$ cat src/rtl/maa_pkg.sv
// ----------------------------------------------------------------------------
// maa_pkg
// types and constants shared by the multi-dimensional array store
// ----------------------------------------------------------------------------
package maa_pkg;

    // geometry
    localparam int unsigned NUM_DIMS    = 4;
    localparam int unsigned DIM_W       = 2;
    localparam int unsigned DCNT_W      = 3;
    localparam int unsigned IDX_W       = 12;
    localparam int unsigned LEN_W       = 13;
    localparam int unsigned ELEM_W      = 32;
    localparam int unsigned OFF_W       = 12;
    localparam int unsigned STORE_DEPTH = 4096;
    localparam int unsigned PROD_W      = LEN_W + IDX_W;
    localparam int unsigned SUM_W       = PROD_W + DIM_W;
    localparam int unsigned SPROD_W     = 2 * LEN_W;

    // configuration port
    localparam int unsigned ADDR_W = 5;
    localparam int unsigned DATA_W = 32;
    localparam int unsigned RSEL_W = 3;

    localparam logic [RSEL_W-1:0] REG_NUM_DIMS = 3'd0;
    localparam logic [RSEL_W-1:0] REG_LEN_DIM0 = 3'd1;
    localparam logic [RSEL_W-1:0] REG_LEN_DIM1 = 3'd2;
    localparam logic [RSEL_W-1:0] REG_LEN_DIM2 = 3'd3;
    localparam logic [RSEL_W-1:0] REG_LEN_DIM3 = 3'd4;

    localparam logic [DCNT_W-1:0] NUM_DIMS_RST = 3'd1;
    localparam logic [LEN_W-1:0]  LEN0_RST     = 13'd4096;
    localparam logic [LEN_W-1:0]  LEN_RST      = 13'd1;

    // queue depths
    localparam int unsigned CMDQ_DEPTH = 4;
    localparam int unsigned RESQ_DEPTH = 4;
    localparam int unsigned QPTR_W     = 2;
    localparam int unsigned QCNT_W     = 3;

    typedef logic [LEN_W-1:0] t_len;
    typedef t_len [NUM_DIMS-1:0] t_len_vec;
    typedef logic [IDX_W-1:0] t_idx;
    typedef t_idx [NUM_DIMS-1:0] t_idx_vec;

    // view of the configuration seen by the front
    typedef struct packed {
        logic              busy;
        logic [DCNT_W-1:0] dims;
        t_len_vec          lens;
        t_len_vec          strides;
    } t_geom;

    // classified access handed to the back
    typedef struct packed {
        logic              is_write;
        logic              bad;
        logic [OFF_W-1:0]  offset;
        logic [ELEM_W-1:0] wdata;
    } t_cmd;

    // result item
    typedef struct packed {
        logic [ELEM_W-1:0] read_value;
        logic [OFF_W-1:0]  element_offset;
        logic              status;
    } t_res;

    typedef enum logic [1:0] {
        ST_IDLE,
        ST_LOAD,
        ST_CALC
    } t_stride_state;

endpackage

$ cat src/rtl/maa_cmdq.sv
// ----------------------------------------------------------------------------
// maa_cmdq
// short queue of classified accesses between front and back
// ----------------------------------------------------------------------------
module maa_cmdq import maa_pkg::*; (
    input  logic i_clk,
    input  logic i_rst_n,
    input  logic i_push,
    input  t_cmd i_data,
    output logic o_full,
    input  logic i_pop,
    output t_cmd o_data,
    output logic o_empty
);

    t_cmd              r_entry [CMDQ_DEPTH];
    logic [QPTR_W-1:0] r_wptr;
    logic [QPTR_W-1:0] r_rptr;
    logic [QCNT_W-1:0] r_cnt;
    logic              do_push;
    logic              do_pop;

    assign o_full  = (r_cnt == QCNT_W'(CMDQ_DEPTH));
    assign o_empty = (r_cnt == '0);
    assign do_push = i_push && !o_full;
    assign do_pop  = i_pop && !o_empty;
    assign o_data  = r_entry[r_rptr];

    // pointers and fill count
    always_ff @(posedge i_clk) begin
        if (!i_rst_n) begin
            r_wptr <= '0;
            r_rptr <= '0;
            r_cnt  <= '0;
        end else begin
            if (do_push) begin
                r_wptr <= QPTR_W'(r_wptr + QPTR_W'(1));
            end
            if (do_pop) begin
                r_rptr <= QPTR_W'(r_rptr + QPTR_W'(1));
            end
            case ({do_push, do_pop})
                2'b10:   r_cnt <= QCNT_W'(r_cnt + QCNT_W'(1));
                2'b01:   r_cnt <= QCNT_W'(r_cnt - QCNT_W'(1));
                default: r_cnt <= r_cnt;
            endcase
        end
    end

    // entry storage
    always_ff @(posedge i_clk) begin
        if (do_push) begin
            r_entry[r_wptr] <= i_data;
        end
    end

endmodule

$ cat config.mk
export PLATFORM = sky130hd
export DESIGN_NAME = maa_cmdq
export DESIGN_NICKNAME = d
export VERILOG_FILES = /design/src/rtl/maa_pkg.sv /design/src/rtl/maa_cmdq.sv
export SDC_FILE = /design/constraint.sdc
export NUM_CORES = 1
export LEC_CHECK = 0
export ABC_AREA = 0
export BUFFER_PORTS_ARGS = -buffer_cell sky130_fd_sc_hd__buf_2
export CAP_MARGIN = 20
export CORE_AREA = 2 2 176 178
export CTS_BUF_LIST = sky130_fd_sc_hd__clkbuf_4 sky130_fd_sc_hd__clkbuf_8
export CTS_CLUSTER_DIAMETER = 40
export DETAILED_ROUTE_END_ITERATION = 8
export DIE_AREA = 0 0 178 180
export SLEW_MARGIN = 20
export SYNTH_ARGS = -nofsm -noshare
export SYNTH_HDL_FRONTEND = slang
export SYNTH_SLANG_ARGS = --single-unit
$ cat constraint.sdc
create_clock -name i_clk -period 5.37 [get_ports i_clk]
set_input_delay 0.8055 -clock i_clk [delete_from_list [all_inputs] [get_ports i_clk]]
set_output_delay 0.8055 -clock i_clk [all_outputs]
set_load 0.1 [all_outputs]
**Word-level counts from Yosys, hierarchy flattened**

Memories as Yosys holds them, arrays and structs flattened. A register that Yosys moved wholly into a read port is not among the register bits.
Index checks and enable logic that the tools add are counted.

- Register bits: 7
- Output and inout bits: 48
- RAM bits: 184
- Memories kept: 1

- Reductions and logical operators: 6
- Equal/unequal tests: 3
- Add/sub/neg operators: 4
- Mux-type cells: 5

Memories:

| memory | words | bits a word | read ports | clocked after memory_dff | wr ports | line | text |
|---|---|---|---|---|---|---|---|
| r_entry | 4 | 46 | 1 | 1 | 1 | maa_cmdq.sv:16 | `t_cmd r_entry [CMDQ_DEPTH];` |

Operators by type and width:

| operator | number |
|---|---|
| $pmux 3 s2 | 1 |
| $add 2x1->2 const B | 2 |
| $mux 2 | 2 |
| $add 3x1->3 const B | 1 |
| $eq 3x3->1 const B | 1 |
| $logic_not 3->1 | 1 |
| $sub 3x1->3 const B | 1 |
| $eq 2x1->1 const B | 1 |
| $eq 2x2->1 const B | 1 |
| $logic_and 1x1->1 | 2 |
| $logic_not 1->1 | 2 |
| $mux 1 | 2 |
| $reduce_bool 2->1 | 1 |

**Logic depth before layout (Yosys ltp)**

Gate-level depths: netlist (run 1).

- Depth after elaboration: 5
- Depth in mapped cells: 10

**Worst setup path before layout (run 1)**

Ideal clock, no wire load.

- Kind: flip-flop to flip-flop
- Start point: register r_cnt[2]
- End point: register r_cnt[2]
- Slack: 2.234 ns
- Setup time: 0.070 ns
- Arrival time: 3.066 ns
- Buffers on the path: 1
- Cell stages (with the launch flop): 11
- Cells stage by stage: dfxtp_1 nor3b_2 nor2b_1 buf_2 inv_2 ha_1 inv_1 fa_1 xor2_1 or3_1 a21boi_1

- Longest elaborated chain between the ends: 5

RTL lines:

| item | line | text |
|---|---|---|
| from (decl) | maa_cmdq.sv:19 | `logic [QCNT_W-1:0] r_cnt;` |
| from (signal assigned) | maa_cmdq.sv:43 | `2'b10: r_cnt <= QCNT_W'(r_cnt + QCNT_W'(1));` |
| from (signal assigned) | maa_cmdq.sv:44 | `2'b01: r_cnt <= QCNT_W'(r_cnt - QCNT_W'(1));` |
| from (signal assigned) | maa_cmdq.sv:45 | `default: r_cnt <= r_cnt;` |
| $eq 3x3->1 * | maa_cmdq.sv:23 | `assign o_full = (r_cnt == QCNT_W'(CMDQ_DEPTH));` |
| via o_full | maa_cmdq.sv:10 | `output logic o_full,` |
| $logic_not 1->1 * | maa_cmdq.sv:25 | `assign do_push = i_push && !o_full;` |
| $logic_and 1x1->1 * | maa_cmdq.sv:25 |  |
| $eq 2x1->1 or $eq 2x2->1 (tied branches) | maa_cmdq.sv:42 | `case ({do_push, do_pop})` |
| $pmux 3 s2 or $reduce_bool 2->1 (tied branches) | n/a |  |

The timed path passes the listed nets; every way through them passes the cells marked *.
A chain may end at the register's enable or synchronous reset.

==> results of run 1 <==
through the flow:
step,util [%],total power [mW]
floorplan,-,3.56
global placement,26.7,3.78
detailed placement,26.7,3.82
CTS,28.0,4.76
global route,28.1,4.90
finish,28.1,4.70
area by class of cell:
| cell class | count | area [um^2] |
|---|---|---|
| Multi-Input combinational cell | 83 | 1320 |
| Clock inverter | 14 | 155 |
| Antenna cell | 1 | 2.50 |
| Tap cell | 396 | 495 |
| Fill cell | 2968 | 21700 |
| Inverter | 6 | 22.5 |
| Clock buffer | 17 | 234 |
| Timing Repair Buffer | 103 | 543 |
| Sequential cell | 193 | 5710 |
metal layers:
layer	global-route usage, %	vias up
li1	-	1440
met1	9.90	1720
met2	15.0	64
met3	3.11	13
met4	3.57	2
met5	0	-
where the power goes:
part	internal (mW)	switching, mW
registers	1.82	0.0848
logic	0.403	1.46
clock network	0.418	0.516
total	2.64	2.06
cell usage in the layout, fill, tap and decap left out, types with 2 or more instances in the layout:
master	instances
or3_1	2
a21boi_1	2
buf_4	5
buf_2	97
clkbuf_8	17
inv_6	4
dfxtp_1	7
ha_1	5
and2_1	2
mux4_2	46
o21ai_0	5
and2_2	4
mux2i_1	2
nor2b_1	2
clkinv_2	2
nand2_1	7
bufinv_16	2
edfxtp_1	184
clkinvlp_4	4
inv_1	5
sequential cells by signal, summed over array words and instances (netlist names), named ones only:
signal,cells
r_entry,184
r_cnt,3
r_rptr,2
r_wptr,2
worst paths after layout:
| kind | startpoint | endpoint | slack (ns) |
|---|---|---|---|
| worst max-delay path | flip-flop | o_data[41] | 2.24 |
| worst min-delay path | r_rptr[1]$_SDFFE_PN0P_ | flip-flop | 0.50 |
| worst max register to register | r_cnt[2]$_SDFFE_PN0P_ | r_cnt[2]$_SDFFE_PN0P_ | 3.12 |
| worst min register to register | r_rptr[1]$_SDFFE_PN0P_ | flip-flop | 0.50 |
logic make-up (layout without fill, tap and decap cells):
logic type                 Yosys count  after routing  share of synthesized area, %
DFF                                193            193                          79.6
muxes                               48             48                          14.7
and+or+nand+nor                     20             20                          1.71
buffers and inverters               18            140                          2.06
AOI/OAI and AO/OA                    7              7                         0.558
adders and majority gates            6              6                          1.15
xor gates and xnor gates             2              2                         0.244
other                                0              1                             0
tightest hold or removal path: stages, from the launching register on:
cell and delay [ns]:
dfxtp_1 0.32, o21ai_0 0.06, a21boi_1 0.08
==> results.yml, run 1 <==
logic_synthesis:
  yosys_register_bits: 193
  synth_warnings: 0
  synth-seq-area-share_pct: 79.6
  syn-num-nets: 350
  ys_async_sr_fraction_pct: 0
  synth_area_per_cell_um2: 24.4
  synth_cells: 294
  synth_top_area_share_pct: 77.0
  netlist_area_um2: 7170
  synth_top_area_cell: "edfxtp_1"
  synth_most_common_cell: "edfxtp_1"
  yosysUniqueCellTypes: 24
  synth.area.top_cells: "edfxtp_1, mux4_2, dfxtp_1, buf_12, ha_1"
  synth_edf_count: 184
  synth-main-ff-cell: "edfxtp_1"
  synthTopCellsByCount: "edfxtp_1, mux4_2, dfxtp_1, nand2_1, and2_1"
power:
  ir_worst_vdd_uv: 317
  p_leak_nw: 2.74
  power_density_nw_per_um2: 554
floorplanning:
  io_pins: 98
  start_util_pct: 23.8
  die_h_um: 180
  die_area_um2: 32000
  die_x_um: 178
  floorplan.rows: 64
  core_um2: 30200
placement:
  dp_cells: 780
  port_buffers: 97
  finalWeightedCongestion: 0.623
  dpl_cell_area_um2: 8080
  post-place-ws_ns: 2.51
  hpwlAfterDp_mm: 7.92
global_route:
  grt_usage_pct: 8.76
  grt_antenna_before_repair: 3
  grt_pass1_wl_mm: 20.6
  grt_pass1_vias: 3584
  grt_max_degree: 47
  overflow: 0
finish:
  fin_cells: 813
  area_delta_synth_final_pct: 18.3
  layout-drive-gt1-share_pct: 45.4
  design_area_um2: 8490
  final_nets: 460
clock_tree:
  clk_latency_ns: 0.46
  clk_pin_slew_ns: 0.10
  cts.sinks: 193
  cts.repair.resized: 0
  postCtsHoldBufs: 0
  htree_levels: 4
  cts_buffers: 17
  postCtsSetupRepairBufs: 0
  root_buffer: "clkbuf_8"
  cts_tree: "built"
  clk_path_buf_depth: 2
setup_path:
  rr_worst_depth: 9
  arrival_ns: 2.32
  cpPeakStageDelay_ns: 0.66
  end_kind: "primary output"
  startpoint_type: "flip-flop"
  crit_fanout: 26
  path_delay_family: "flip-flops"
  path_cells: "buf_12 > mux4_2 > buf_2"
  crit_type: "flip-flop to primary output"
  crit_cells: 3
  cp_num_buf_inv: 2
  crit_slowest_cell: "dfxtp_4"
  worstPathRequired_ns: 4.56
worst_hold_path:
  hp-class: "flip-flop to flip-flop"
  holdPathStages: 2
detailed_routing:
  avgViaCountPerCell: 3.98
  ant_nets: 0
  vias: 3239
  first_pass_iters: 4
  topRoutingLayerUsed: "met5"
  wl_met2_mm: 7.07
  routed_wl_mm: 13.4
  drc: 0
  routedWlPerCell_um: 16.5
  wl_met3_um: 613
  drtIter0Drc: 204
  met1_length_mm: 5.47
sta:
  worst_slew_pin_slew_ns: 0.758
  final.setup_skew_ns: 0.0155
  max_clock_freq_mhz: 320
  slew_violations: 0
  grt_setup_unrepaired: "false"
  layout_min_cycle_time_ns: 3.13
  whs_ns: 0.498
  slew_headroom_pct: 49.4
  setup_slack_ns: 2.24
  setup_tns_ns: 0
  setup_viol: 0
  hold_viol_final: 0
  fin_crit_sh_pct: 58.2
status:
  status: "completed"
run:
  drv_cap: 0
Power figures use the tool's default switching activity.
==> inputs of run 2 (changes only) <==
==> constraint.sdc (replaced) <==
create_clock -name i_clk -period 2.7 [get_ports i_clk]
set_input_delay 0.405 -clock i_clk [delete_from_list [all_inputs] [get_ports i_clk]]
set_output_delay 0.405 -clock i_clk [all_outputs]
set_load 0.1 [all_outputs]
==> run 2 against run 1 <==
Effect of this change: non-clock buffer count increased by 8; largest cell class unchanged; critical path type unchanged; clock power rose by 110%; hold slack worse by 0.33 ns; count of clock-buffer cells in the layout up 1; combinational power is 110% higher; worst setup slack got worse by 1.9 ns; wire length is 4.0% higher; critical path depth unchanged; sequential cell count is the same; final area up 2.3%.
==> results.yml, run 2 (synthesis results as in run 1) <==
status:
  status: "completed"
floorplanning:
  die_area_um2: 32000
  start_util_pct: 23.8
  floorplan.rows: 64
  die_x_um: 178
  die_h_um: 180
  io_pins: 98
  core_um2: 30200
setup_path:
  crit_fanout: 24
  crit_cells: 3
  end_kind: "primary output"
  worstReg2RegStart: "r_cnt[2]$_SDFFE_PN0P_"
  rr_worst_depth: 10
  crit_type: "flip-flop to primary output"
  cp_num_buf_inv: 2
  path_delay_family: "buffers and inverters"
  arrival_ns: 1.99
  cpPeakStageDelay_ns: 0.55
  startpoint_type: "flip-flop"
  path_cells: "buf_12 > mux4_2 > buf_2"
  worstPathRequired_ns: 2.30
  crit_slowest_cell: "mux4_2"
run:
  drv_cap: 0
global_route:
  grt_antenna_before_repair: 2
  grt_max_degree: 47
  grt_pass1_vias: 3670
  overflow: 0
  grt_pass1_wl_mm: 21.1
  grt_usage_pct: 9.11
placement:
  port_buffers: 97
  hpwlAfterDp_mm: 8.78
  post-place-ws_ns: 0.545
  dp_cells: 785
  finalWeightedCongestion: 0.656
  dpl_cell_area_um2: 8220
clock_tree:
  htree_levels: 4
  cts.sinks: 193
  postCtsSetupRepairBufs: 0
  clk_path_buf_depth: 2
  clk_latency_ns: 0.46
  clk_pin_slew_ns: 0.09
  root_buffer: "clkbuf_8"
  cts_tree: "built"
  postCtsHoldBufs: 0
  cts.repair.resized: 0
  cts_buffers: 17
worst_hold_path:
  hp-class: "input pin to flip-flop"
  hold_path_startpoint: "i_data[43]"
  holdPathStages: 1
finish:
  reg_top3: "r_entry x184, r_cnt x3"
  area_delta_synth_final_pct: 21.0
  fillers: 2941
  layout-drive-gt1-share_pct: 47.8
  mostFrequentLayoutCells: "edfxtp_1, buf_2, mux4_2"
  top_register: "r_entry"
  design_area_um2: 8680
  postLayoutCoreUtil_pct: 28.7
  largest_reg_flops: 184
  fin_cells: 823
  final_nets: 468
  layout_commonest_cell: "edfxtp_1"
sta:
  whs_ns: 0.164
  worst_slew_pin_slew_ns: 0.516
  fin_crit_sh_pct: 88.8
  slew_violations: 0
  setup_tns_ns: 0
  layout_min_cycle_time_ns: 2.40
  grt_setup_unrepaired: "false"
  slew_headroom_pct: 65.8
  final.setup_skew_ns: 0.0206
  hold_viol_final: 0
  setup_viol: 0
  setup_slack_ns: 0.304
  max_clock_freq_mhz: 417
power:
  power_density_nw_per_um2: 1100
  p_leak_nw: 2.82
  ir_worst_vdd_uv: 813
  totalPowerFinal_mw: 9.58
detailed_routing:
  ant_nets: 0
  drtIter0Drc: 197
  first_pass_iters: 4
  vias: 3273
  routedWlPerCell_um: 16.9
  avgViaCountPerCell: 3.98
  routed_wl_mm: 13.9
  drc: 0
[run 2: changes by cell type in the layout (fill, tap and decap cells not counted), moves of 2 or more]
cell / previous run / this run
buf_12: 1 / 6
dfxtp_2: 1 / 3
dfxtp_1: 7 / 4
buf_4: 5 / 8
inv_6: 4 / 2
[run 2: where the power goes]
group          switching (mW)  leakage, nW  internal [mW]
sequential              0.127         1.76           3.61
combinational            2.98        0.845          0.898
clock                    1.02        0.207          0.943
[run 2: final cells by class]
class | count | area [um^2] | share of cell area, %
clock inverters | 14 | 180 | 2.08
diodes | 2 | 5.00 | 0.0577
well taps | 396 | 495 | 5.71
repair buffers | 111 | 666 | 7.67
flip-flops and latches | 193 | 5720 | 65.9
clock buffers | 18 | 241 | 2.78
inverters | 6 | 22.5 | 0.260
multi-input cells | 83 | 1350 | 15.6
[run 2: final timing paths]
path | slack [ns] | end
setup reg to reg | 0.63 | r_cnt[2]$_SDFFE_PN0P_
hold / removal | 0.16 | r_entry[3][43]$_DFFE_PP_
hold reg to reg | 0.49 | flip-flop
setup / recovery | 0.30 | o_data[29]
[run 2: per-layer routing]
| metal | vias up | routed length [um] | global-route usage (%) |
|---|---|---|---|
| met1 | 1737 | 5530 | 10.4 |
| li1 | 1461 | - | - |
| met5 | - | 0 | 0 |
| met4 | 0 | 204 | 3.74 |
| met3 | 11 | 750 | 2.90 |
| met2 | 64 | 7430 | 15.7 |
