## config.mk

```make
export PLATFORM = sky130hd
export DESIGN_NAME = maa_cfg
export DESIGN_NICKNAME = d
export VERILOG_FILES = /design/src/rtl/maa_pkg.sv /design/src/rtl/maa_cfg.sv
export SDC_FILE = /design/constraint.sdc
export NUM_CORES = 1
export LEC_CHECK = 0
export ABC_CLOCK_PERIOD_IN_PS = 10300
export BUFFER_PORTS_ARGS = -buffer_cell sky130_fd_sc_hd__buf_2
export CAP_MARGIN = 20
export CORE_MARGIN = 2
export CORE_UTILIZATION = 30
export CTS_BUF_LIST = sky130_fd_sc_hd__clkbuf_8
export DETAILED_ROUTE_END_ITERATION = 8
export PLACE_DENSITY = 0.53
export SKIP_CTS_REPAIR_TIMING = 1
export SYNTH_ARGS = -nofsm -noshare
export SYNTH_HDL_FRONTEND = slang
export SYNTH_SLANG_ARGS = --single-unit
```

## constraint.sdc

```tcl
create_clock -name i_clk -period 10.3 [get_ports i_clk]
set_clock_uncertainty 0.05 [all_clocks]
set_input_delay 1.545 -clock i_clk [delete_from_list [all_inputs] [get_ports i_clk]]
set_output_delay 1.545 -clock i_clk [all_outputs]
set_load 0.05 [all_outputs]
```

## src/rtl/maa_pkg.sv

```systemverilog
// ----------------------------------------------------------------------------
// maa_pkg
// types and constants shared by the multi-dimensional array store
// ----------------------------------------------------------------------------
package maa_pkg;

    // geometry
    localparam int unsigned NUM_DIMS    = 4;
    localparam int unsigned DIM_W       = 2;
    localparam int unsigned DCNT_W      = 3;
    localparam int unsigned IDX_W       = 12;
    localparam int unsigned LEN_W       = 13;
    localparam int unsigned ELEM_W      = 32;
    localparam int unsigned OFF_W       = 12;
    localparam int unsigned STORE_DEPTH = 4096;
    localparam int unsigned PROD_W      = LEN_W + IDX_W;
    localparam int unsigned SUM_W       = PROD_W + DIM_W;
    localparam int unsigned SPROD_W     = 2 * LEN_W;

    // configuration port
    localparam int unsigned ADDR_W = 5;
    localparam int unsigned DATA_W = 32;
    localparam int unsigned RSEL_W = 3;

    localparam logic [RSEL_W-1:0] REG_NUM_DIMS = 3'd0;
    localparam logic [RSEL_W-1:0] REG_LEN_DIM0 = 3'd1;
    localparam logic [RSEL_W-1:0] REG_LEN_DIM1 = 3'd2;
    localparam logic [RSEL_W-1:0] REG_LEN_DIM2 = 3'd3;
    localparam logic [RSEL_W-1:0] REG_LEN_DIM3 = 3'd4;

    localparam logic [DCNT_W-1:0] NUM_DIMS_RST = 3'd1;
    localparam logic [LEN_W-1:0]  LEN0_RST     = 13'd4096;
    localparam logic [LEN_W-1:0]  LEN_RST      = 13'd1;

    // queue depths
    localparam int unsigned CMDQ_DEPTH = 4;
    localparam int unsigned RESQ_DEPTH = 4;
    localparam int unsigned QPTR_W     = 2;
    localparam int unsigned QCNT_W     = 3;

    typedef logic [LEN_W-1:0] t_len;
    typedef t_len [NUM_DIMS-1:0] t_len_vec;
    typedef logic [IDX_W-1:0] t_idx;
    typedef t_idx [NUM_DIMS-1:0] t_idx_vec;

    // view of the configuration seen by the front
    typedef struct packed {
        logic              busy;
        logic [DCNT_W-1:0] dims;
        t_len_vec          lens;
        t_len_vec          strides;
    } t_geom;

    // classified access handed to the back
    typedef struct packed {
        logic              is_write;
        logic              bad;
        logic [OFF_W-1:0]  offset;
        logic [ELEM_W-1:0] wdata;
    } t_cmd;

    // result item
    typedef struct packed {
        logic [ELEM_W-1:0] read_value;
        logic [OFF_W-1:0]  element_offset;
        logic              status;
    } t_res;

    typedef enum logic [1:0] {
        ST_IDLE,
        ST_LOAD,
        ST_CALC
    } t_stride_state;

endpackage

```

## src/rtl/maa_cfg.sv

```systemverilog
// ----------------------------------------------------------------------------
// maa_cfg
// configuration registers and sequential row-major stride derivation
// ----------------------------------------------------------------------------
module maa_cfg import maa_pkg::*; (
    input  logic              i_clk,
    input  logic              i_rst_n,
    input  logic              i_psel,
    input  logic              i_penable,
    input  logic              i_pwrite,
    input  logic [ADDR_W-1:0] i_paddr,
    input  logic [DATA_W-1:0] i_pwdata,
    output logic [DATA_W-1:0] o_prdata,
    output t_geom             o_geom
);

    logic [DCNT_W-1:0] r_num_dims;
    t_len_vec          r_len;
    t_len_vec          r_stride;
    t_len_vec          n_stride;
    logic [DIM_W-1:0]  r_idx;
    logic [DIM_W-1:0]  n_idx;
    t_stride_state     r_state;
    t_stride_state     n_state;
    logic              wr;
    logic [RSEL_W-1:0] rsel;
    logic [DCNT_W-1:0] used;
    logic [DIM_W-1:0]  last;
    logic [SPROD_W-1:0] sprod;
    t_len              ssat;

    assign wr   = i_psel && i_penable && i_pwrite;
    assign rsel = i_paddr[ADDR_W-1:2];

    // register writes
    always_ff @(posedge i_clk) begin
        if (!i_rst_n) begin
            r_num_dims <= NUM_DIMS_RST;
            r_len[0]   <= LEN0_RST;
            r_len[1]   <= LEN_RST;
            r_len[2]   <= LEN_RST;
            r_len[3]   <= LEN_RST;
        end else if (wr) begin
            unique case (rsel)
                REG_NUM_DIMS: r_num_dims <= i_pwdata[DCNT_W-1:0];
                REG_LEN_DIM0: r_len[0]   <= i_pwdata[LEN_W-1:0];
                REG_LEN_DIM1: r_len[1]   <= i_pwdata[LEN_W-1:0];
                REG_LEN_DIM2: r_len[2]   <= i_pwdata[LEN_W-1:0];
                REG_LEN_DIM3: r_len[3]   <= i_pwdata[LEN_W-1:0];
                default: ;
            endcase
        end
    end

    // register read back
    always_comb begin
        o_prdata = '0;
        unique case (rsel)
            REG_NUM_DIMS: o_prdata = DATA_W'(r_num_dims);
            REG_LEN_DIM0: o_prdata = DATA_W'(r_len[0]);
            REG_LEN_DIM1: o_prdata = DATA_W'(r_len[1]);
            REG_LEN_DIM2: o_prdata = DATA_W'(r_len[2]);
            REG_LEN_DIM3: o_prdata = DATA_W'(r_len[3]);
            default:      o_prdata = '0;
        endcase
    end

    // dimensions in use, clamped to one..four
    always_comb begin
        used = r_num_dims;
        if (r_num_dims == '0) begin
            used = DCNT_W'(1);
        end else if (r_num_dims > DCNT_W'(NUM_DIMS)) begin
            used = DCNT_W'(NUM_DIMS);
        end
        last = DIM_W'(used - DCNT_W'(1));
    end

    // one stride step: next length times next stride, saturated at the store depth
    assign sprod = SPROD_W'(r_len[r_idx]) * SPROD_W'(r_stride[r_idx]);
    assign ssat  = (sprod > SPROD_W'(STORE_DEPTH)) ? LEN_W'(STORE_DEPTH) : sprod[LEN_W-1:0];

    // sequencer state
    always_ff @(posedge i_clk) begin
        if (!i_rst_n) begin
            r_state <= ST_LOAD;
        end else begin
            r_state <= n_state;
        end
    end

    // stride table and step index
    always_ff @(posedge i_clk) begin
        r_stride <= n_stride;
        r_idx    <= n_idx;
    end

    // next state, stride and index
    always_comb begin
        n_state  = r_state;
        n_stride = r_stride;
        n_idx    = r_idx;
        unique case (r_state)
            ST_IDLE: begin
                n_state = ST_IDLE;
            end
            ST_LOAD: begin
                n_stride       = '0;
                n_stride[last] = LEN_W'(1);
                n_idx          = last;
                n_state        = (last == '0) ? ST_IDLE : ST_CALC;
            end
            ST_CALC: begin
                n_stride[DIM_W'(r_idx - DIM_W'(1))] = ssat;
                n_idx   = DIM_W'(r_idx - DIM_W'(1));
                n_state = (r_idx == DIM_W'(1)) ? ST_IDLE : ST_CALC;
            end
            default: begin
                n_state = ST_LOAD;
            end
        endcase
        // any register write restarts the derivation
        if (wr) begin
            n_state = ST_LOAD;
        end
    end

    assign o_geom.busy    = (r_state != ST_IDLE);
    assign o_geom.dims    = used;
    assign o_geom.lens    = r_len;
    assign o_geom.strides = r_stride;

endmodule

```

# Yosys cells after proc, flatten, opt, wreduce, memory -nomap -nowiden
# Index checks and enable logic that the tools add are counted.
dict set report classes {
  n_addsub 2
  multipliers 1
  div_mod_pow 0
  n_lt_le_gt_ge 7
  eq_ne 7
  n_shift 0
  mux 18
  n_bitwise 1
  n_reduce_logical 16
}
# cell count
set op_table {}
lappend op_table {{case mux 52 bit (2 select lines)} 1}
lappend op_table {{two-way mux 13 bit} 5}
lappend op_table {{case mux 13 bit (5 select lines)} 1}
lappend op_table {{binary-select mux 13 bit (select 2 bit)} 2}
lappend op_table {{bitwise mux 52 bit} 1}
lappend op_table {{demux 13 bit (select 2 bit)} 2}
lappend op_table {{> comparator 26 x 13 -> 1 bit, second input constant} 1}
lappend op_table {{multiplier 13 x 13 -> 26 bit} 1}
lappend op_table {{AND reduction 2 bit} 5}
lappend op_table {{less-than comparator 2 x 3 -> 1 bit, second input constant} 3}
lappend op_table {{equality test 3 x 2 -> 1 bit, second input constant} 2}
lappend op_table {{logical NOT 3 bit} 2}
lappend op_table {{two-way mux 3 bit} 2}
lappend op_table {{case mux 2 bit (3 select lines)} 1}
lappend op_table {{equality test 2 x 1 -> 1 bit, second input constant} 2}
lappend op_table {{greater-or-equal comparator 2 x 1 -> 1 bit, second input constant} 2}
lappend op_table {{logical AND 1 bit} 4}
lappend op_table {{logical NOT 2 bit} 2}
lappend op_table {{two-way mux 2 bit} 2}
lappend op_table {{case mux 2 bit (2 select lines)} 1}
lappend op_table {{nonzero test 2 bit} 2}
lappend op_table {{subtractor 2 x 1 -> 2 bit, second input constant} 2}
lappend op_table {{equality test 3 x 1 -> 1 bit, second input constant} 1}
lappend op_table {{equality test 3 bit, second input constant} 1}
lappend op_table {{other kinds (4)} 4}
dict set report totals {
  ff_bits 111
  latchBits 0
  ramBits 0
  rom_bits 0
  in_bits 42
  out_inout_bits 140
  elab_cells 63
  memories 0
}

# Logic depth before layout (Yosys ltp)
dict set report logic_depth {
  depth_word 9
  ltp_mapped 28
  mapped_depth_nobuf 22
}

# Least setup slack after synthesis
# OpenSTA, ideal clock, no wires.
dict set report synth_timing {
  path_kind {register to register}
  from {reg r_idx[1]}
  to {reg r_stride, in the netlist o_geom[44], data pin}
  setup_ns 0.163
  arrival_ns 7.345
  required_time_ns 10.087
  path_slack_ns 2.743
  stages_incl_launch_ff 27
  path_buffers 6
  synth_period_minus_slack_ns 7.557
  cell_sequence {edfxtp_1 -> buf_4 -> buf_1 -> clkbuf_1 -> mux4_2 -> clkbuf_1 -> and2_1 -> fa_1 -> inv_1 -> fa_1 -> inv_1 -> fa_1 -> fa_1 -> inv_1 -> fa_1 -> inv_1 -> ha_1 -> clkbuf_1 -> a21oi_1 -> o221ai_1 -> or2_2 -> xor2_1 -> a2111oi_0 -> o211ai_1 -> or4_4 -> buf_2 -> o31ai_4}
}
dict set report synth_between {
  elab_chain_len 7
  word_cells_on_any_way 15
  cone_classes {1 x add/sub; 1 x mul; 3 x order compare; 9 x mux; 1 x reduce/logical}
}
# item line_no
set synth_rtl {}
lappend synth_rtl {{from (decl)} maa_cfg.sv:21} ;# logic [DIM_W-1:0] r_idx;
lappend synth_rtl {{from (signal assigned)} maa_cfg.sv:95} ;# r_idx <= n_idx;
lappend synth_rtl {{binary-select mux 13 bit (select 2 bit) / subtractor 2 x 1 -> 2 bit (equally long branches)} {maa_cfg.sv:80, maa_cfg.sv:114}}
lappend synth_rtl {{two-way mux 13 bit (implied by the code), or another cell as far along} maa_cfg.sv:80} ;# assign sprod = SPROD_W'(r_len[r_idx]) * SPROD_W'(r_stride[r_idx]);
lappend synth_rtl {{multiplier 13 x 13 -> 26 bit / logical AND 1 bit (equally long branches)} {maa_cfg.sv:80, maa_cfg.sv:114}}
lappend synth_rtl {{> comparator 26 x 13 -> 1 bit / two-way mux 13 bit (equally long branches)} {maa_cfg.sv:81, maa_cfg.sv:114}}
lappend synth_rtl {{two-way mux 13 bit / demux 13 bit (select 2 bit) (equally long branches)} {maa_cfg.sv:81, maa_cfg.sv:114}}
lappend synth_rtl {{bitwise mux 52 bit (*)} maa_cfg.sv:114} ;# n_stride[DIM_W'(r_idx - DIM_W'(1))] = ssat;
lappend synth_rtl {{case mux 52 bit (2 select lines) (*)} maa_cfg.sv:103} ;# unique case (r_state)
lappend synth_rtl {{to (signal assigned)} maa_cfg.sv:94} ;# r_stride <= n_stride;
lappend synth_rtl {{to (decl)} maa_cfg.sv:19} ;# t_len_vec r_stride;
# Every way passes the cells marked *; elsewhere a longest branch is shown, timed or not. The select of a mux whose other input is x is not followed.
# A chain may end at the register's enable or synchronous reset.

# Final worst setup path
dict set report layout_timing {
  from {reg r_idx[1]}
  to {reg r_stride, in the netlist o_geom[3], data pin}
}
# The elaborated chain is that of the path after synthesis.

==> results.json <==
{
  "status": "finished, final reports clean",
  "crit_type": "reg -> reg",
  "placed_cells": 1895,
  "synth_seq_area_share": 0.236,
  "synth.most_common_cell": "nand2_1",
  "antenna_cells": 0,
  "holdCritPathClass": "reg -> reg",
  "ys.flop_type": "dfxtp_1",
  "wl_um": 32600,
  "gp_congestion": 0.860,
  "instances_no_fill": 1912,
  "clkLatencyLatePin_ps": 410,
  "async_flop_share": 0,
  "slew_viol_final": 0,
  "placed_cell_area_um2": 12800,
  "grt_max_degree": 57,
  "crit_arrival_ps": 8400,
  "synth-compound-area-share": 0.0942,
  "antenna_found_initial": 0,
  "vias": 9216,
  "wire_per_inst_um": 17.0,
  "r2r_slack_ps": 2100,
  "yosys-mux-area-fraction": 0.0921,
  "numCtsBuffers": 9,
  "critPathLaunchType": "flop",
  "vdd_drop_max_mv": 0.0620,
  "area_growth_pct": 10.8,
  "io_pins": 182,
  "syn_area_per_cell_um2": 9.01,
  "worst_pin_slew_ps": 1030,
  "post_synth_and_or_nand_nor_area_fraction": 0.173,
  "synth_edf_count": 54,
  "path_delay_family": "adder cells",
  "rsz0062_at_grt": "false",
  "nNetsFinal": 1634,
  "path_cells": "buf_4, mux4_2, nand2_1, fa_1, fa_1, inv_1, fa_1, fa_1, inv_1, fa_1, inv_1, ha_1, nand2_1, o21ai_0, a211oi_1, a2111oi_0, nor2_1, xnor2_1, nand4_1, or4_4, o21ai_1",
  "max_freq_mhz": 122,
  "synth_cells": 1299,
  "synth_common_cells": "nand2_1 (265), inv_1 (183), fa_1 (121)",
  "critical-path-max-stage-delay_ps": 1010,
  "leakage_nw": 5.81,
  "htreeDepth": 3,
  "cts_buffer_depth": 2,
  "relSlewSlack": 0.309,
  "grt_pass1_wl_um": 52900,
  "synth_top_family_by_area": "adder cells",
  "crit_fanout": 40,
  "post-dp-hpwl_um": 24800,
  "grt_pass1_vias": 9435,
  "cts_tree": "yes",
  "synth_xor_area_frac": 0.0135,
  "coreArea_um2": 38600,
  "grt.overflow.total": 0,
  "ys_warn_count": 0,
  "route.detailed.drc": 0,
  "fp.dieArea_um2": 40600,
  "powerDensity_nw_per_um2": 78.4,
  "end_kind": "flop",
  "clkTransAtPathRegs_ps": 110,
  "syn_area_um2": 11700,
  "die_width_um": 202,
  "synth_top_area_cell": "fa_1",
  "synth_top_cell_area_share": 0.207,
  "path_buf_inv": 4,
  "routed_via_density": 4.82,
  "drtIter0Drc": 659,
  "initial_core_util": 0.304,
  "fin_area_um2": 13000,
  "synth_area_leaders": "fa_1 (21%), edfxtp_1 (14%), dfxtp_1 (9.7%), ha_1 (8.8%), nand2_1 (8.5%)",
  "cp_slowest_cell": "edfxtp_1",
  "ys_seq_elements": 111,
  "hold_viol": 0,
  "crit_top_cell": "fa_1",
  "period_share": 0.797,
  "first_pass_iters": 5,
  "crit_path_start": "r_idx[1]$_DFFE_PP_",
  "rows": 72,
  "ant_nets": 0,
  "ys_types": 53,
  "io_buffers": 141,
  "cts_num_sinks": 111,
  "synthAdderAreaFrac": 0.295,
  "hold_start": "o_geom[67]$_SDFFE_PN0P_",
  "grt_use_total": 0.163,
  "final.setup.tns_ps": 0,
  "worstReg2RegStart": "r_idx[1]$_DFFE_PP_",
  "root_buffer": "clkbuf_8",
  "drive_gt1_frac": 0.152,
  "fin_crit_ps": 8200,
  "die_y_um": 202,
  "critPathRequiredTime_ps": 10500,
  "setup_violations": 0,
  "max_cap_violations": 0
}
-- registers in the layout, summed over array words and instances, names as in the netlist --
| register | count |
|---|---|
| o_geom | 104 |
| r_num_dims | 3 |
| r_idx | 2 |
| r_state | 2 |
-- cell type report --
cell class | count | area, µm²
clock buffer | 9 | 124
clock inverter | 7 | 47.5
multi-input combinational | 931 | 7900
timing repair buffer | 153 | 796
tap | 518 | 648
sequential | 111 | 2760
inverter | 183 | 687
fill | 4114 | 25600
-- kinds of logic (layout without fill, tap and decap cells) --
| kind of cell | count (synthesis) | in the layout |
|---|---|---|
| DFF | 111 | 111 |
| adders and majority gates | 203 | 203 |
| AOI/OAI and AO/OA | 177 | 177 |
| muxes | 74 | 74 |
| other | 1 | 19 |
| buffers and inverters | 275 | 352 |
| and+or+nand+nor | 440 | 440 |
| xor gates and xnor gates | 18 | 18 |
-- worst paths after layout --
path,end,depth (start not counted)
max,o_geom[3]$_SDFFCE_PN0P_,21
min,o_geom[67]$_SDFFE_PN0P_,2
max reg2reg,o_geom[3]$_SDFFCE_PN0P_,21
min reg2reg,o_geom[67]$_SDFFE_PN0P_,2
-- routing by layer --
layer	share of wire	vias up	track usage
met2	0.49	213	0.279
met1	0.45	4660	0.222
li1	-	4321	-
met3	0.043	22	0.0178
met5	0	-	0
met4	0.012	0	0.0352
-- worst register-to-register path: stages (launching register included) --
cell and delay, ps:
edfxtp_1 1010, buf_4 340, mux4_2 710, nand2_1 180, fa_1 450, fa_1 550
inv_1 60, fa_1 510, fa_1 550, inv_1 50, fa_1 560, inv_1 50
ha_1 430, nand2_1 70, o21ai_0 350, a211oi_1 180, a2111oi_0 420, nor2_1 90
xnor2_1 180, nand4_1 160, or4_4 820, o21ai_1 280
-- metrics by stage --
stage	total power, W	utilization	setup WS (ps)	hold slack [ps]
2_1_floorplan	0.000699	-	2740	417
3_3_place_gp	0.000774	0.332	1830	434
3_5_place_dp	0.000775	0.332	1740	442
4_1_cts	0.00102	0.336	1710	458
5_1_grt	0.00106	0.336	1500	482
6_report	0.00102	0.336	2100	456
-- report_power, final --
group	internal (W)	switching [W]	total, W
clock	0.0000885	0.000164	0.000253
sequential	0.000475	0.0000131	0.000488
combinational	0.0000748	0.000201	0.000276
total	0.000639	0.000378	0.00102
-- placed cells by master, fill, tap and decap left out, types with 36 or more instances in the layout --
cell      count
a21oi_1      36
and2_1       77
buf_2       141
dfxtp_1      57
edfxtp_1     54
fa_1        121
ha_1         81
inv_1       183
mux2i_1      38
nand2_1     265
o21ai_1      36
Power figures use the tool's default switching activity.
