<file path="src/rtl/maa_pkg.sv">
// ----------------------------------------------------------------------------
// maa_pkg
// types and constants shared by the multi-dimensional array store
// ----------------------------------------------------------------------------
package maa_pkg;

    // geometry
    localparam int unsigned NUM_DIMS    = 4;
    localparam int unsigned DIM_W       = 2;
    localparam int unsigned DCNT_W      = 3;
    localparam int unsigned IDX_W       = 12;
    localparam int unsigned LEN_W       = 13;
    localparam int unsigned ELEM_W      = 32;
    localparam int unsigned OFF_W       = 12;
    localparam int unsigned STORE_DEPTH = 4096;
    localparam int unsigned PROD_W      = LEN_W + IDX_W;
    localparam int unsigned SUM_W       = PROD_W + DIM_W;
    localparam int unsigned SPROD_W     = 2 * LEN_W;

    // configuration port
    localparam int unsigned ADDR_W = 5;
    localparam int unsigned DATA_W = 32;
    localparam int unsigned RSEL_W = 3;

    localparam logic [RSEL_W-1:0] REG_NUM_DIMS = 3'd0;
    localparam logic [RSEL_W-1:0] REG_LEN_DIM0 = 3'd1;
    localparam logic [RSEL_W-1:0] REG_LEN_DIM1 = 3'd2;
    localparam logic [RSEL_W-1:0] REG_LEN_DIM2 = 3'd3;
    localparam logic [RSEL_W-1:0] REG_LEN_DIM3 = 3'd4;

    localparam logic [DCNT_W-1:0] NUM_DIMS_RST = 3'd1;
    localparam logic [LEN_W-1:0]  LEN0_RST     = 13'd4096;
    localparam logic [LEN_W-1:0]  LEN_RST      = 13'd1;

    // queue depths
    localparam int unsigned CMDQ_DEPTH = 4;
    localparam int unsigned RESQ_DEPTH = 4;
    localparam int unsigned QPTR_W     = 2;
    localparam int unsigned QCNT_W     = 3;

    typedef logic [LEN_W-1:0] t_len;
    typedef t_len [NUM_DIMS-1:0] t_len_vec;
    typedef logic [IDX_W-1:0] t_idx;
    typedef t_idx [NUM_DIMS-1:0] t_idx_vec;

    // view of the configuration seen by the front
    typedef struct packed {
        logic              busy;
        logic [DCNT_W-1:0] dims;
        t_len_vec          lens;
        t_len_vec          strides;
    } t_geom;

    // classified access handed to the back
    typedef struct packed {
        logic              is_write;
        logic              bad;
        logic [OFF_W-1:0]  offset;
        logic [ELEM_W-1:0] wdata;
    } t_cmd;

    // result item
    typedef struct packed {
        logic [ELEM_W-1:0] read_value;
        logic [OFF_W-1:0]  element_offset;
        logic              status;
    } t_res;

    typedef enum logic [1:0] {
        ST_IDLE,
        ST_LOAD,
        ST_CALC
    } t_stride_state;

endpackage

</file>
<file path="src/rtl/maa_front.sv">
// ----------------------------------------------------------------------------
// maa_front
// accepts items, checks subscripts and forms the row-major offset in two stages
// ----------------------------------------------------------------------------
module maa_front import maa_pkg::*; (
    input  logic              i_clk,
    input  logic              i_rst_n,
    input  t_geom             i_geom,
    input  logic              i_push,
    output logic              o_full,
    input  logic              i_action,
    input  t_idx_vec          i_index,
    input  logic [ELEM_W-1:0] i_write_value,
    output logic              o_cmd_push,
    output t_cmd              o_cmd,
    input  logic              i_cmdq_full
);

    logic                           r_s1_v;
    logic                           r_s1_write;
    logic                           r_s1_bad;
    logic [NUM_DIMS-1:0][PROD_W-1:0] r_s1_prod;
    logic [ELEM_W-1:0]              r_s1_wdata;
    logic                           r_s2_v;
    t_cmd                           r_s2_cmd;

    logic                           s1_en;
    logic                           s2_en;
    logic                           accept;
    logic [NUM_DIMS-1:0]            lane_bad;
    logic [NUM_DIMS-1:0][PROD_W-1:0] lane_prod;
    logic [SUM_W-1:0]               sum;
    logic                           s2_bad;
    t_cmd                           s2_cmd;

    // stage enables, stalled back from the queue
    assign s2_en      = !r_s2_v || !i_cmdq_full;
    assign s1_en      = !r_s1_v || s2_en;
    assign o_full     = i_geom.busy || !s1_en;
    assign accept     = i_push && !o_full;
    assign o_cmd_push = r_s2_v && !i_cmdq_full;
    assign o_cmd      = r_s2_cmd;

    // per-dimension bound check and stride product
    always_comb begin
        for (int k = 0; k < NUM_DIMS; k++) begin
            if (DCNT_W'(k) < i_geom.dims) begin
                lane_bad[k]  = ({1'b0, i_index[k]} >= i_geom.lens[k]);
                lane_prod[k] = PROD_W'(i_geom.strides[k]) * PROD_W'(i_index[k]);
            end else begin
                lane_bad[k]  = 1'b0;
                lane_prod[k] = '0;
            end
        end
    end

    // offset sum and store range check
    always_comb begin
        sum = '0;
        for (int k = 0; k < NUM_DIMS; k++) begin
            sum = SUM_W'(sum + SUM_W'(r_s1_prod[k]));
        end
        s2_bad          = r_s1_bad || (sum >= SUM_W'(STORE_DEPTH));
        s2_cmd.is_write = r_s1_write;
        s2_cmd.bad      = s2_bad;
        s2_cmd.offset   = s2_bad ? '0 : sum[OFF_W-1:0];
        s2_cmd.wdata    = r_s1_wdata;
    end

    // stage valid flags
    always_ff @(posedge i_clk) begin
        if (!i_rst_n) begin
            r_s1_v <= 1'b0;
            r_s2_v <= 1'b0;
        end else begin
            if (s1_en) begin
                r_s1_v <= accept;
            end
            if (s2_en) begin
                r_s2_v <= r_s1_v;
            end
        end
    end

    // stage payload
    always_ff @(posedge i_clk) begin
        if (s1_en && accept) begin
            r_s1_write <= i_action;
            r_s1_bad   <= |lane_bad;
            r_s1_prod  <= lane_prod;
            r_s1_wdata <= i_write_value;
        end
        if (s2_en && r_s1_v) begin
            r_s2_cmd <= s2_cmd;
        end
    end

endmodule

</file>
<file path="config.mk">
export PLATFORM = sky130hd
export DESIGN_NAME = maa_front
export DESIGN_NICKNAME = d
export VERILOG_FILES = /design/src/rtl/maa_pkg.sv /design/src/rtl/maa_front.sv
export SDC_FILE = /design/constraint.sdc
export NUM_CORES = 2
export LEC_CHECK = 0
export ABC_AREA = 1
export BUFFER_PORTS_ARGS = -buffer_cell sky130_fd_sc_hd__buf_2
export CORE_MARGIN = 1
export CORE_UTILIZATION = 42
export DETAILED_ROUTE_END_ITERATION = 12
export MAX_ROUTING_LAYER = met4
export SLEW_MARGIN = 20
export SYNTH_ARGS = -nofsm -noshare
export SYNTH_HDL_FRONTEND = slang
export SYNTH_SLANG_ARGS = --single-unit
</file>
<file path="constraint.sdc">
create_clock -name i_clk -period 7.8 [get_ports i_clk]
set_input_delay 1.56 -clock i_clk [delete_from_list [all_inputs] [get_ports i_clk]]
set_output_delay 1.56 -clock i_clk [all_outputs]
set_load 0.005 [all_outputs]
</file>
## Word level (Yosys, flattened, before mapping)

Index checks and enable logic that the tools add are counted.
W data, S select, Z words.

| operators by class | value |
|---|---|
| reductions and logical operators | 14 |
| $add $sub $neg | 3 |
| multiply operators | 4 |
| order comparisons | 9 |
| muxes and demuxes | 4 |

Operators by type and width:

| cell | number |
|---|---|
| $mul A13 B12 Y25 | 4 |
| $ge A12 B13 Y1 | 4 |
| $add A26 B25 Y27 | 1 |
| $add A27 B25 Y27 | 1 |
| $ge A27 B13 Y1 const B | 1 |
| $add A25 B25 Y26 | 1 |
| $lt A1 B3 Y1 const A | 2 |
| $lt A2 B3 Y1 const A | 2 |
| $logic_not A1 Y1 | 5 |
| $logic_and A1 B1 Y1 | 4 |
| $logic_or A1 B1 Y1 | 4 |
| $mux W1 | 4 |
| $reduce_or A4 Y1 | 1 |

| word-level totals | value |
|---|---|
| word-level logic and storage cells | 47 |
| register bits after elaboration | 182 |
| input bits | 193 |

## Depth between registers and ports, before layout

| depth | value |
|---|---|
| depth after elaboration | 8 |
| gate-level depth with buffers | 24 |

## Worst setup path after synthesis

OpenSTA, ideal clock, no wires.

| timing path | value |
|---|---|
| path type | input to register |
| start | input i_cmdq_full |
| end | register r_s1_bad, enable pin |
| stages on the path | 4 |
| library setup time | 630 ps |
| data arrival time | 7551 ps |
| required time | 7170 ps |
| buffers on the path | 0 |
| path slack | -381 ps |
| cells stage by stage | nand2_1 > nor2_1 > or2_2 > nor2_1 |

| on the way | value |
|---|---|
| word-level cells in the longest chain between the ends | 8 |

RTL lines:

| element | line | RTL |
|---|---|---|
| start: declaration | maa_front.sv:16 | `input logic i_cmdq_full` |
| $logic_not A1 Y1 | maa_front.sv:37 | `assign s2_en = !r_s2_v \|\| !i_cmdq_full;` |
| $logic_or A1 B1 Y1 | maa_front.sv:37 |  |
| $logic_or A1 B1 Y1 | maa_front.sv:38 | `assign s1_en = !r_s1_v \|\| s2_en;` |
| $logic_not A1 Y1 | maa_front.sv:39 | `assign o_full = i_geom.busy \|\| !s1_en;` |
| $logic_or A1 B1 Y1 | maa_front.sv:39 |  |
| named net o_full | maa_front.sv:10 | `output logic o_full,` |
| $logic_not A1 Y1 | maa_front.sv:40 | `assign accept = i_push && !o_full;` |
| $logic_and A1 B1 Y1 | maa_front.sv:40 |  |
| $logic_and A1 B1 Y1 | maa_front.sv:87 | `if (s1_en && accept) begin` |
| end signal: assignment | maa_front.sv:89 | `r_s1_bad <= \|lane_bad;` |
| end: declaration | maa_front.sv:21 | `logic r_s1_bad;` |

The timed path passes the listed nets, and every way through them passes these cells.
A chain may end at the register's enable or synchronous reset.

## Worst setup path after layout

| timing path | value |
|---|---|
| start | input i_index[18] in the netlist's numbering |
| end | register r_s1_prod[45] in the netlist's numbering (data pin) |

| on the way | value |
|---|---|
| word-level cells in the longest chain between the ends | 1 |

RTL lines:

| element | line | RTL |
|---|---|---|
| start: declaration | maa_front.sv:12 | `input t_idx_vec i_index,` |
| $mul A13 B12 Y25 | maa_front.sv:49 | `lane_prod[k] = PROD_W'(i_geom.strides[k]) * PROD_W'(i_index[k]);` |
| end signal: assignment | maa_front.sv:90 | `r_s1_prod <= lane_prod;` |
| end: declaration | maa_front.sv:22 | `logic [NUM_DIMS-1:0][PROD_W-1:0] r_s1_prod;` |

No other way between the ends.

==> impl_metrics.prom <==
# TYPE chip_impl_metric gauge
chip_impl_info{name="outcome",value="finished with violations"} 1
chip_impl_info{name="violations",value="design-rule violations"} 1
chip_impl_metric{name="clock_transition_at_path_regs",unit="ns"} 0.07
chip_impl_metric{name="antenna_left",unit=""} 0
chip_impl_metric{name="overall_fraction_of_global_route_tracks_in_use",unit="%"} 21.36
chip_impl_metric{name="synth-seq-cells",unit=""} 182
chip_impl_metric{name="hold_viol_final",unit=""} 0
chip_impl_metric{name="worst_slew_pin_slew",unit="ns"} 0.9090
chip_impl_metric{name="port-buffer-count",unit=""} 240
chip_impl_metric{name="place_area",unit="µm²"} 33350
chip_impl_metric{name="finish.net_count",unit=""} 5072
chip_impl_info{name="synth_flop_cell",value="sky130_fd_sc_hd__edfxtp_1"} 1
chip_impl_info{name="min_path_type",value="flip-flop to flip-flop"} 1
chip_impl_metric{name="holdBufCountCts",unit=""} 0
chip_impl_info{name="worst_setup_path_start_kind",value="input pin"} 1
chip_impl_metric{name="gp_routability_congestion",unit=""} 0.8942
chip_impl_info{name="synth_top_cells_by_area",value="sky130_fd_sc_hd__fa_1, sky130_fd_sc_hd__edfxtp_1, sky130_fd_sc_hd__inv_1, sky130_fd_sc_hd__ha_1, sky130_fd_sc_hd__nand2_1"} 1
chip_impl_metric{name="coreArea",unit="µm²"} 73330
chip_impl_metric{name="finalCriticalPeriod",unit="ns"} 6.144
chip_impl_metric{name="syn2layout_area_growth",unit="%"} 8.382
chip_impl_metric{name="setup_tns",unit="ns"} 0
chip_impl_metric{name="ys_seq_area_share",unit="%"} 17.39
chip_impl_metric{name="power.ir.vdd_worst",unit="µV"} 461.2
chip_impl_info{name="rsz0062_at_grt",value="false"} 1
chip_impl_metric{name="ctsResizeCount",unit=""} 0
chip_impl_metric{name="clk_path_buf_depth",unit=""} 2
chip_impl_metric{name="finalSetupViolations",unit=""} 0
chip_impl_metric{name="synth_warnings",unit=""} 0
chip_impl_metric{name="overflow",unit=""} 0
chip_impl_metric{name="fin_skew",unit="ns"} 0.01272
chip_impl_metric{name="die_w",unit="µm"} 275.1
chip_impl_metric{name="p_total",unit="µW"} 14640
chip_impl_metric{name="final-max-slew-violation-count",unit=""} 0
chip_impl_metric{name="rrSetupSlack",unit="ns"} 3.78
chip_impl_metric{name="fillerInstances",unit=""} 7338
chip_impl_metric{name="final_layout_size_suffix_gt1_share",unit="%"} 7.826
chip_impl_metric{name="power.static_leakage",unit="µW"} 0.01936
chip_impl_metric{name="fp-row-count",unit=""} 99
chip_impl_metric{name="power.density_cell_area",unit="nW/µm²"} 431.2
chip_impl_metric{name="remaining_drc_errors",unit=""} 22
chip_impl_metric{name="sum_of_routed_wire_length_over_all_layers",unit="mm"} 74.79
chip_impl_info{name="cts_root_buf",value="sky130_fd_sc_hd__clkbuf_16"} 1
chip_impl_metric{name="drt_iter0_drc",unit=""} 1453
chip_impl_metric{name="detail_route.vias_per_cell",unit=""} 4.796
chip_impl_info{name="netlist.top_cell.by_area",value="sky130_fd_sc_hd__fa_1"} 1
chip_impl_info{name="cts_tree",value="yes"} 1
chip_impl_metric{name="detail_route.first_pass.iterations",unit=""} 10
chip_impl_metric{name="max_freq",unit="MHz"} 162.8
chip_impl_metric{name="count_of_flip_flops_with_a_built_in_enable_after_synthesis",unit=""} 180
chip_impl_metric{name="grt_pass1_wl",unit="mm"} 125.2
chip_impl_metric{name="die-area",unit="µm²"} 75660
chip_impl_metric{name="dp_hpwl",unit="mm"} 62.07
chip_impl_metric{name="cts_made_buffers",unit=""} 17
chip_impl_metric{name="synth.net_count",unit=""} 4918
chip_impl_metric{name="synthArstFlopShare",unit="%"} 0
chip_impl_metric{name="floorplan.initialDensity",unit="%"} 42.71
chip_impl_metric{name="maxSlewHeadroom",unit="%"} 39.18
chip_impl_metric{name="yosys.area.top_type_share",unit="%"} 31.32
chip_impl_metric{name="post_synth_inst_count",unit=""} 3909
chip_impl_metric{name="route.detailed.wl_per_inst",unit="µm"} 14.85
chip_impl_info{name="critPathKind",value="input pin to flip-flop"} 1
chip_impl_metric{name="cts_setup_buffers",unit=""} 0
chip_impl_metric{name="antenna_violations_before_repair",unit=""} 1
chip_impl_metric{name="design.portCount",unit=""} 241
chip_impl_metric{name="synth.avg_cell_area",unit="µm²"} 8.011
chip_impl_metric{name="max_capacitance_violation_total",unit=""} 0
chip_impl_metric{name="period_utilisation_layout",unit="%"} 78.76
chip_impl_info{name="worstSetupEndpointType",value="flip-flop"} 1
chip_impl_metric{name="detailroute.via_count",unit=""} 24150
chip_impl_metric{name="crit_required",unit="ns"} 8.00
chip_impl_metric{name="chipHeight",unit="µm"} 275.1
chip_impl_metric{name="number_of_clock_sinks_seen_by_cts",unit=""} 182
chip_impl_metric{name="grt_start_max_net_pins",unit=""} 67
chip_impl_metric{name="clock_latency",unit="ns"} 0.44
chip_impl_metric{name="first_global_vias",unit=""} 24560
chip_impl_metric{name="post_synth_instance_area",unit="µm²"} 31320
chip_impl_metric{name="fin_area",unit="µm²"} 33940
chip_impl_metric{name="worst-endpoint-arrival",unit="ns"} 6.34
chip_impl_metric{name="yosys.cell_types.count",unit=""} 46
chip_impl_metric{name="ctsHtreeMaxLevel",unit=""} 4
chip_impl_metric{name="critical_path.max_fanout",unit=""} 14
## state kept, by name (all words and copies together), names as in the netlist
signal / count
r_s2_v: 1
r_s1_v: 1
o_cmd: 46
r_s1_bad: 1
r_s1_wdata: 32
r_s1_prod: 100
r_s1_write: 1
## synthesized netlist by cell type (10+ instances only)
cell                          n
sky130_fd_sc_hd__fa_1       490
sky130_fd_sc_hd__xor2_1      11
sky130_fd_sc_hd__or2_2       14
sky130_fd_sc_hd__o21ai_0     93
sky130_fd_sc_hd__nand4_1     26
sky130_fd_sc_hd__xnor2_1     12
sky130_fd_sc_hd__nand2_1    970
sky130_fd_sc_hd__o21a_1      12
sky130_fd_sc_hd__ha_1       326
sky130_fd_sc_hd__inv_1     1162
sky130_fd_sc_hd__nand3_1     66
sky130_fd_sc_hd__nor2_1     140
sky130_fd_sc_hd__a21oi_1    186
sky130_fd_sc_hd__clkbuf_1   107
sky130_fd_sc_hd__nor3_1      13
sky130_fd_sc_hd__nor2_2      16
sky130_fd_sc_hd__edfxtp_1   180
sky130_fd_sc_hd__nor4_1      10
## worst max-delay path, stage by stage
cell and delay, ns:
sky130_fd_sc_hd__buf_2 0.21, sky130_fd_sc_hd__nand2_1 0.11, sky130_fd_sc_hd__inv_1 0.06, sky130_fd_sc_hd__fa_1 0.54, sky130_fd_sc_hd__inv_1 0.06, sky130_fd_sc_hd__fa_1 0.53, sky130_fd_sc_hd__inv_1 0.05, sky130_fd_sc_hd__fa_1 0.46
sky130_fd_sc_hd__fa_1 0.50, sky130_fd_sc_hd__inv_1 0.05, sky130_fd_sc_hd__fa_1 0.48, sky130_fd_sc_hd__inv_1 0.04, sky130_fd_sc_hd__ha_1 0.35, sky130_fd_sc_hd__nand2_1 0.11, sky130_fd_sc_hd__o21ai_0 0.31, sky130_fd_sc_hd__a21oi_1 0.13
sky130_fd_sc_hd__o21ai_0 0.33, sky130_fd_sc_hd__nand2_1 0.08, sky130_fd_sc_hd__nand2_1 0.10, sky130_fd_sc_hd__nand2_1 0.06, sky130_fd_sc_hd__nand2_1 0.07, sky130_fd_sc_hd__nand2_1 0.05, sky130_fd_sc_hd__nand2_1 0.05, sky130_fd_sc_hd__nor2_1 0.05
## through the flow
| stage | setup WS [ns] | hold slack (ns) | util, % | std cells |
|---|---|---|---|---|
| 2_1_floorplan | 1.677 | 0.4003 | - | 3909 |
| 3_3_place_gp | 1.282 | 0.4002 | 45.48 | 5003 |
| 3_5_place_dp | 1.239 | 0.4045 | 45.48 | 5003 |
| 4_1_cts | 1.692 | 0.4134 | 46.28 | 5035 |
| 5_1_grt | 1.351 | 0.4164 | 46.29 | 5036 |
| 6_report | 1.656 | 0.4136 | 46.29 | 5036 |
## placed cells by master, fill, tap and decap left out, drive strengths merged, types with 4 or more instances in the layout
cell and n:
fa 490, o21a 12, o21bai 8, buf 244
or2 15, a21oi 186, nor4 10, edfxtp 180
inv 1169, nand2 975, a21o 8, o31ai 5
xor2 11, clkinv 5, a31oi 4, clkbuf 17
nand3 67, a21boi 5, o22ai 4, nor2 157
nand4 26, o21ai 95, xnor2 12, nor3 14
ha 326, o211ai 7
## layout make-up
class	instances	area [µm²]	area share [%]
Timing Repair Buffer	244	1231	3.627
Inverter	1162	4362	12.85
Tap cell	959	1200	3.535
Antenna cell	1	2.502	0.007373
Multi-Input combinational cell	2456	21110	62.20
Clock buffer	17	425.4	1.253
Clock inverter	15	163.9	0.4829
Sequential cell	182	5445	16.04
## cells by family after synthesis
kind of cell	Yosys count	share of synthesized area (%)
xor gates and xnor gates	23	0.6432
AOI/OAI and AO/OA	345	6.037
and+or+nand+nor	1272	16.33
buffers and inverters	1271	15.26
DFF	182	17.39
adders and majority gates	816	44.35
## report_power, final
group	total [µW]	internal, µW	switching [µW]
Clock	858	455	403
Sequential	1620	1500	122
Combinational	12200	4390	7770
## final timing paths
path | startpoint | end | cells after the start
min | r_s1_wdata[20] | o_cmd[20] | 0
min reg2reg | r_s1_wdata[20] | o_cmd[20] | 0
max | i_index[18] | r_s1_prod[45] | 24
max reg2reg | r_s1_prod[0] | o_cmd[32] | 20
## per-layer routing
layer	GRT usage, %	wire length (µm)
met1	28.35	34080
met2	35.52	35930
met3	2.444	3740
met4	3.678	1043
met5	-	0
(Power assumes the default switching activity.)
